$ cat src/rtl/jscs_pkg.sv
`timescale 1ns / 1ps

package jscs_pkg;

   // Scanner modes.
   localparam logic [2:0] MODE_COMMENT  = 3'd0;
   localparam logic [2:0] MODE_LINECMT  = 3'd1;
   localparam logic [2:0] MODE_QUOTES   = 3'd2;
   localparam logic [2:0] MODE_SLASH    = 3'd3;
   localparam logic [2:0] MODE_BEGSLASH = 3'd4;
   localparam logic [2:0] MODE_TEXT     = 3'd5;
   localparam logic [2:0] MODE_NEWLINE  = 3'd6;

   localparam logic [7:0] CH_SLASH  = 8'h2F;
   localparam logic [7:0] CH_STAR   = 8'h2A;
   localparam logic [7:0] CH_QUOTE  = 8'h22;
   localparam logic [7:0] CH_SEMI   = 8'h3B;
   localparam logic [7:0] CH_BSLASH = 8'h5C;
   localparam logic [7:0] CH_TAB    = 8'h09;
   localparam logic [7:0] CH_LF     = 8'h0A;
   localparam logic [7:0] CH_CR     = 8'h0D;
   localparam logic [7:0] CH_SPACE  = 8'h20;

   localparam int unsigned MAX_BYTES = 3;

   // Bytes produced by one input item, first byte in slot 0.
   typedef struct packed {
      logic [1:0]                     count;
      logic [MAX_BYTES-1:0][7:0]      bytes;
   } emit_type;

   // Output queue status seen by the top level.
   typedef struct packed {
      logic [1:0] count;
      logic       free;
   } outq_status_type;

endpackage

$ cat src/rtl/js_comment_strip_filter.sv
`timescale 1ns / 1ps
// The first byte of an item's result appears as a response beat in the cycle after the
// request beat is accepted. One item per cycle while each item yields at most one byte
// and the response side does not stall; an item that yields more bytes holds the single
// output register until its last byte is taken, and stalls the request side meanwhile.
// Reset: mode returns to text, the previous byte to zero, and the output register empties.

module js_comment_strip_filter
   import jscs_pkg::*;
(
   input  logic       clock,
   input  logic       reset,
   input  logic       req_valid,
   output logic       req_stall,
   input  logic [7:0] req_char_code,
   input  logic       req_end_of_input,
   output logic       rsp_valid,
   input  logic       rsp_stall,
   output logic [7:0] rsp_out_char,
   output logic       rsp_last_of_run
);

   emit_type        emit;
   outq_status_type status;
   logic [2:0]      mode;
   logic            req_take;
   logic            rsp_take;

   assign req_stall = !status.free;
   assign req_take  = req_valid && !req_stall;
   assign rsp_take  = rsp_valid && !rsp_stall;

   jscs_scan u_scan (
      .clock        (clock),
      .reset        (reset),
      .accept       (req_take),
      .char_code    (req_char_code),
      .end_of_input (req_end_of_input),
      .emit         (emit),
      .mode         (mode)
   );

   jscs_outq u_outq (
      .clock           (clock),
      .reset           (reset),
      .load            (req_take),
      .emit            (emit),
      .rsp_stall       (rsp_stall),
      .rsp_valid       (rsp_valid),
      .rsp_out_char    (rsp_out_char),
      .rsp_last_of_run (rsp_last_of_run),
      .status          (status)
   );

   // An end-of-input beat always leaves the scanner in text mode.
   a_end_resets_mode: assert property (@(posedge clock) disable iff (reset)
      req_take && req_end_of_input |=> mode == MODE_TEXT)
      else $error("scanner not back in text mode after end of input");

   // The request side is held off only while undelivered bytes remain.
   a_stall_only_busy: assert property (@(posedge clock) disable iff (reset)
      req_stall |-> rsp_valid && status.count != 2'd0)
      else $error("request stalled with empty output register");

   // Without a new item, each delivered beat removes exactly one byte.
   a_one_byte_per_beat: assert property (@(posedge clock) disable iff (reset)
      rsp_take && !req_take |=> status.count == $past(status.count) - 2'd1)
      else $error("output byte count did not drop by one");

endmodule

$ cat src/rtl/jscs_scan.sv
`timescale 1ns / 1ps

module jscs_scan
   import jscs_pkg::*;
(
   input  logic       clock,
   input  logic       reset,
   input  logic       accept,
   input  logic [7:0] char_code,
   input  logic       end_of_input,
   output emit_type   emit,
   output logic [2:0] mode
);

   logic [2:0] mode_ff, mode_in;
   logic [7:0] prev_ff, prev_in;

   always_comb begin
      mode_in    = mode_ff;
      prev_in    = prev_ff;
      emit.count = 2'd0;
      emit.bytes = '0;
      case (mode_ff)
         MODE_COMMENT: begin
            if (!end_of_input) begin
               if (char_code == CH_SLASH) begin
                  if (prev_ff == CH_STAR) begin
                     mode_in = MODE_TEXT;
                  end
                  prev_in = 8'h00;
               end else begin
                  prev_in = char_code;
               end
            end
         end
         MODE_LINECMT: begin
            if (!end_of_input && char_code == CH_LF) begin
               mode_in = MODE_NEWLINE;
            end
         end
         MODE_QUOTES: begin
            if (!end_of_input) begin
               // An escaped quote does not close the string.
               if (char_code == CH_QUOTE && prev_ff != CH_BSLASH) begin
                  mode_in = MODE_TEXT;
               end
               prev_in       = char_code;
               emit.count    = 2'd1;
               emit.bytes[0] = char_code;
            end
         end
         MODE_SLASH, MODE_BEGSLASH: begin
            if (end_of_input) begin
               if (mode_ff == MODE_BEGSLASH) begin
                  emit.count = 2'd3;
                  emit.bytes = {CH_LF, CH_SLASH, CH_LF};
               end else begin
                  emit.count = 2'd2;
                  emit.bytes = {8'h00, CH_LF, CH_SLASH};
               end
            end else if (char_code == CH_SLASH) begin
               mode_in = MODE_LINECMT;
            end else if (char_code == CH_STAR) begin
               prev_in = 8'h00;
               mode_in = MODE_COMMENT;
            end else if (char_code == CH_LF) begin
               mode_in = MODE_NEWLINE;
               if (mode_ff == MODE_BEGSLASH) begin
                  emit.count = 2'd2;
                  emit.bytes = {8'h00, CH_SLASH, CH_LF};
               end else begin
                  emit.count = 2'd1;
                  emit.bytes = {8'h00, 8'h00, CH_SLASH};
               end
            end else begin
               mode_in = (char_code == CH_QUOTE) ? MODE_QUOTES : MODE_TEXT;
               if (mode_ff == MODE_BEGSLASH) begin
                  emit.count = 2'd3;
                  emit.bytes = {char_code, CH_SLASH, CH_LF};
               end else begin
                  emit.count = 2'd2;
                  emit.bytes = {8'h00, char_code, CH_SLASH};
               end
            end
         end
         MODE_NEWLINE: begin
            if (!end_of_input) begin
               if (char_code == CH_SPACE || char_code == CH_TAB ||
                   char_code == CH_LF || char_code == CH_CR) begin
                  mode_in = MODE_NEWLINE;
               end else if (char_code == CH_SLASH) begin
                  mode_in = MODE_BEGSLASH;
               end else begin
                  mode_in    = (char_code == CH_QUOTE) ? MODE_QUOTES : MODE_TEXT;
                  emit.count = 2'd2;
                  emit.bytes = {8'h00, char_code, CH_LF};
               end
            end
         end
         default: begin
            if (end_of_input) begin
               emit.count = 2'd2;
               emit.bytes = {8'h00, CH_LF, CH_SEMI};
            end else if (char_code == CH_SLASH) begin
               mode_in = MODE_SLASH;
            end else if (char_code == CH_LF || char_code == CH_CR) begin
               mode_in = MODE_NEWLINE;
            end else begin
               if (char_code == CH_QUOTE) begin
                  mode_in = MODE_QUOTES;
               end
               prev_in       = char_code;
               emit.count    = 2'd1;
               emit.bytes[0] = char_code;
            end
         end
      endcase
      // End of input starts the next file from the reset state.
      if (end_of_input) begin
         mode_in = MODE_TEXT;
         prev_in = 8'h00;
      end
   end

   always_ff @(posedge clock) begin
      if (reset) begin
         mode_ff <= MODE_TEXT;
         prev_ff <= 8'h00;
      end else if (accept) begin
         mode_ff <= mode_in;
         prev_ff <= prev_in;
      end
   end

   assign mode = mode_ff;

endmodule

$ cat src/rtl/jscs_outq.sv
`timescale 1ns / 1ps

module jscs_outq
   import jscs_pkg::*;
(
   input  logic            clock,
   input  logic            reset,
   input  logic            load,
   input  emit_type        emit,
   input  logic            rsp_stall,
   output logic            rsp_valid,
   output logic [7:0]      rsp_out_char,
   output logic            rsp_last_of_run,
   output outq_status_type status
);

   logic [1:0]                count_ff, count_in;
   logic [MAX_BYTES-1:0][7:0] bytes_ff, bytes_in;
   logic                      take;

   assign rsp_valid       = (count_ff != 2'd0);
   assign rsp_out_char    = bytes_ff[0];
   assign rsp_last_of_run = (count_ff == 2'd1);
   assign take            = rsp_valid && !rsp_stall;

   // A new bundle may enter as the last byte of the current one leaves.
   assign status.free  = !rsp_valid || (take && rsp_last_of_run);
   assign status.count = count_ff;

   always_comb begin
      count_in = count_ff;
      bytes_in = bytes_ff;
      if (load) begin
         count_in = emit.count;
         bytes_in = emit.bytes;
      end else if (take) begin
         count_in = count_ff - 2'd1;
         bytes_in = {8'h00, bytes_ff[2], bytes_ff[1]};
      end
   end

   always_ff @(posedge clock) begin
      if (reset) begin
         count_ff <= 2'd0;
      end else begin
         count_ff <= count_in;
      end
   end

   always_ff @(posedge clock) begin
      bytes_ff <= bytes_in;
   end

endmodule
$ cat config.mk
export PLATFORM = sky130hd
export DESIGN_NAME = js_comment_strip_filter
export DESIGN_NICKNAME = d
export VERILOG_FILES = /design/src/rtl/jscs_pkg.sv /design/src/rtl/js_comment_strip_filter.sv /design/src/rtl/jscs_scan.sv /design/src/rtl/jscs_outq.sv
export SDC_FILE = /design/constraint.sdc
export NUM_CORES = 1
export LEC_CHECK = 0
export BUFFER_PORTS_ARGS = -buffer_cell sky130_fd_sc_hd__buf_4
export CAP_MARGIN = 20
export CORE_MARGIN = 1
export CORE_UTILIZATION = 45
export CTS_BUF_LIST = sky130_fd_sc_hd__clkbuf_2 sky130_fd_sc_hd__clkbuf_4 sky130_fd_sc_hd__clkbuf_8
export CTS_CLUSTER_SIZE = 10
export DETAILED_ROUTE_END_ITERATION = 7
export PLACE_DENSITY = 0.63
export SKIP_CTS_REPAIR_TIMING = 1
export SYNTH_ARGS = -nofsm -noshare
export SYNTH_HDL_FRONTEND = slang
export SYNTH_SLANG_ARGS = --single-unit
$ cat constraint.sdc
create_clock -name clock -period 2.6 [get_ports clock]
set_input_delay 0.13 -clock clock [delete_from_list [all_inputs] [get_ports clock]]
set_output_delay 0.13 -clock clock [all_outputs]
set_load 0.03 [all_outputs]
==> load_flow_metrics.sql <==
INSERT INTO impl_metrics (metric_group, metric, value, unit) VALUES
('synth', 'ys_seq_area_share', '39.2', '%'),
('detailed_routing', 'routed_wire_length_per_instance', '18.1', 'um'),
('synth', 'syn_area_per_cell', '9.44', 'um2'),
('synth', 'post-synth-top-count-cell', 'sky130_fd_sc_hd__nor2_1', ''),
('timing', 'setup_repair_after_global_routing_missed_its_margin', 'false', ''),
('detailed_routing', 'drt_wl_total', '6290', 'um'),
('synth', 'synth-edff-count', '24', ''),
('synth', 'synth_xor_xnor_area_share', '1.05', '%'),
('timing', 'final_period_minus_worst_setup_slack', '2.21', 'ns'),
('worst_setup_path', 'worstPathArrival', '2.24', 'ns'),
('power_and_ir_drop', 'leakagePower', '1.00', 'nW'),
('worst_setup_path', 'required_worst_endpoint', '2.63', 'ns'),
('global_routing', 'grt_pass1_vias', '1993', ''),
('floorplan', 'die_w', '76.6', 'um'),
('cells_and_area', 'nets', '293', ''),
('synth', 'asyncSetResetFlopFracSynth', '0', '%'),
('cells_and_area', 'areaGrowthSynthToFinish', '9.75', '%'),
('synth', 'synth_compound_gate_area_share', '26.3', '%'),
('floorplan', 'core_region_area', '5240', 'um2'),
('worst_setup_path', 'worstSetupStartpointType', 'flip-flop', ''),
('detailed_routing', 'route.antenna.remaining_nets', '0', ''),
('cts', 'cts.root.buffer_cell', 'sky130_fd_sc_hd__clkbuf_8', ''),
('detailed_routing', 'drt_iter0_markers', '151', ''),
('cts', 'cts_sinks', '37', ''),
('power_and_ir_drop', 'clkPwrFrac', '17.1', '%'),
('worst_setup_path', 'critPathMaxStageDelay', '0.70', 'ns'),
('cts', 'clock_tree.buffer_depth', '2', ''),
('floorplan', 'rows', '26', ''),
('cts', 'h-tree-depth', '2', ''),
('global_routing', 'grt_antenna_before_repair', '0', ''),
('floorplan', 'design.portCount', '24', ''),
('power_and_ir_drop', 'power.internal', '1.54', 'mW'),
('synth', 'synthSimpleGateAreaFrac', '22.6', '%'),
('worst_setup_path', 'endpoint_kind', 'flip-flop', ''),
('floorplan', 'die_y', '76.6', 'um'),
('cells_and_area', 'layoutNonFillerInstCount', '348', ''),
('power_and_ir_drop', 'netSwitchingFraction', '38.8', '%'),
('synth', 'ys_top_cells_by_count', '29 x sky130_fd_sc_hd__nor2_1, 24 x sky130_fd_sc_hd__edfxtp_1, 18 x sky130_fd_sc_hd__a21oi_1', ''),
('detailed_routing', 'route.detailed.drc', '0', ''),
('cts', 'worst_skew_pair.late_latency', '0.29', 'ns'),
('hold_path', 'holdPathStages', '2', ''),
('synth', 'synthesis.area', '2500', 'um2'),
('timing', 'max_slew.worst_pin.slew', '0.601', 'ns'),
('cells_and_area', 'drive_gt1_share', '18.3', '%'),
('synth', 'largest_family_of_logic_cells_by_synthesized_area', 'compound AO/OA/AOI/OAI gates', ''),
('timing', 'fmax', '452', 'MHz'),
('global_routing', 'grt_remaining_overflow', '0', ''),
('timing', 'worst_rel_slew_slack', '59.9', '%'),
('synth', 'synth_area_leader', 'sky130_fd_sc_hd__edfxtp_1', ''),
('power_and_ir_drop', 'total_switching_power', '975', 'uW'),
('run', 'maxCapViolCount', '0', ''),
('detailed_routing', 'via_count', '2163', ''),
('timing', 'slew_violations', '0', ''),
('power_and_ir_drop', 'sequentialPowerShare', '40.0', '%'),
('placed_design', 'numPortBuffers', '23', ''),
('worst_setup_path', 'depth_of_the_worst_register_to_register_path', '5', ''),
('synth', 'post_synth_fa_ha_maj_area_fraction', '1.50', '%'),
('synth', 'ys.warnings.count', '0', ''),
('worst_setup_path', 'timing.setup.critical_path_class', 'flip-flop to flip-flop', ''),
('global_routing', 'grt_pass1_wl', '10300', 'um'),
('worst_setup_path', 'critical_path.most_common_cell', 'sky130_fd_sc_hd__a21oi_1', ''),
('outcome', 'status', 'finished clean', ''),
('global_routing', 'grt_usage', '22.7', '%'),
('placed_design', 'dp_hpwl', '4460', 'um'),
('worst_setup_path', 'cpMaxStageDelayCell', 'sky130_fd_sc_hd__dfxtp_1', ''),
('power_and_ir_drop', 'totalPowerFinal', '2.51', 'mW'),
('synth', 'yosys-mux-area-fraction', '1.20', '%'),
('cts', 'cts_made_buffers', '5', ''),
('worst_setup_path', 'crit_chain', 'nor3b_2 > a21oi_1 > nor2_1 > nor4_1 > a21oi_1', ''),
('synth', 'post_synth_inst_count', '265', ''),
('power_and_ir_drop', 'irDropWorstVdd', '0.000449', 'V');
[worst paths after layout]
path / startpoint / end / slack (ns)
setup / recovery: u_scan.mode[0]$_SDFFE_PP1P_ / u_outq.rsp_out_char[1]$_DFFE_PP_ / 0.39
hold reg to reg: u_scan.prev_ff[0]$_SDFFE_PP0P_ / u_scan.prev_ff[0]$_SDFFE_PP0P_ / 0.48
hold / removal: reset / u_outq.count_ff[1]$_SDFFE_PP0P_ / 0.08
setup reg to reg: u_scan.mode[0]$_SDFFE_PP1P_ / u_outq.rsp_out_char[1]$_DFFE_PP_ / 0.39
[worst max-delay path: cells and delay by family, from the launching register on]
kind	cells	cell delay, ns
AOI/OAI and AO/OA	2	0.45
DFF	1	0.70
and+or+nand+nor	3	0.80
[stage by stage]
stage                     worst slack (ns)  hold slack (ns)  utilization (%)  instance area (um2)
after global placement               0.393            0.384             50.5                 2650
after floorplan                      0.505            0.256                -                 2500
after CTS                            0.415           0.0706             52.4                 2750
final                                0.389           0.0764             52.4                 2750
after detailed placement             0.376            0.383             50.5                 2650
after global routing                 0.172           0.0875             52.4                 2750
[routing by layer]
layer	global-route usage, %	share of wire, %	vias to the layer above
li1	-	-	1028
met2	36.5	46	95
met1	30.1	45	1026
met4	10.0	2.4	0
met5	0	0	-
met3	3.35	5.7	14
[cell families after synthesis]
family,count (synthesis)
compound gates,84
fa+ha+maj,3
buf+inv,35
mux,3
flops,37
simple gates,100
xor+xnor,3
[area by class of cell]
cell class,count,area [um2],share of cell area (%)
multi-input combinational,193,1320,47.9
sequential,37,981,35.7
timing repair buffer,30,225,8.20
clock buffer,7,90.1,3.28
tap,70,87.6,3.19
inverter,10,37.5,1.37
clock inverter,1,7.51,0.273
[cells in the final DEF, fill, tap and decap left out, types with 6 or more instances in the layout]
cell type | synthesis | routed
sky130_fd_sc_hd__a22o_1 | 12 | 12
sky130_fd_sc_hd__o31ai_1 | 6 | 6
sky130_fd_sc_hd__dfxtp_1 | 13 | 13
sky130_fd_sc_hd__nor2_1 | 29 | 29
sky130_fd_sc_hd__o21ai_0 | 10 | 9
sky130_fd_sc_hd__nand2_1 | 17 | 17
sky130_fd_sc_hd__inv_1 | 10 | 10
sky130_fd_sc_hd__buf_4 | 9 | 30
sky130_fd_sc_hd__edfxtp_1 | 24 | 24
sky130_fd_sc_hd__clkbuf_8 | 0 | 6
sky130_fd_sc_hd__nor3_1 | 6 | 6
sky130_fd_sc_hd__a21oi_1 | 18 | 18
[sequential cells by signal (all words and copies together) (netlist names)]
signal               flops
u_scan.mode              3
u_outq.bytes_ff         16
u_outq.count_ff          2
u_scan.prev_ff           8
u_outq.rsp_out_char      8
[power by group through the flow]
| stage | registers (mW) | clock network, mW | logic (mW) |
|---|---|---|---|
| after floorplan | 0.989 | 0 | 0.850 |
| after global placement | 1.01 | 0 | 1.06 |
| after detailed placement | 1.02 | 0 | 1.07 |
| after CTS | 1.01 | 0.441 | 1.07 |
| after global routing | 1.03 | 0.462 | 1.17 |
| final | 1.00 | 0.430 | 1.08 |
Power figures use the tool's default switching activity.
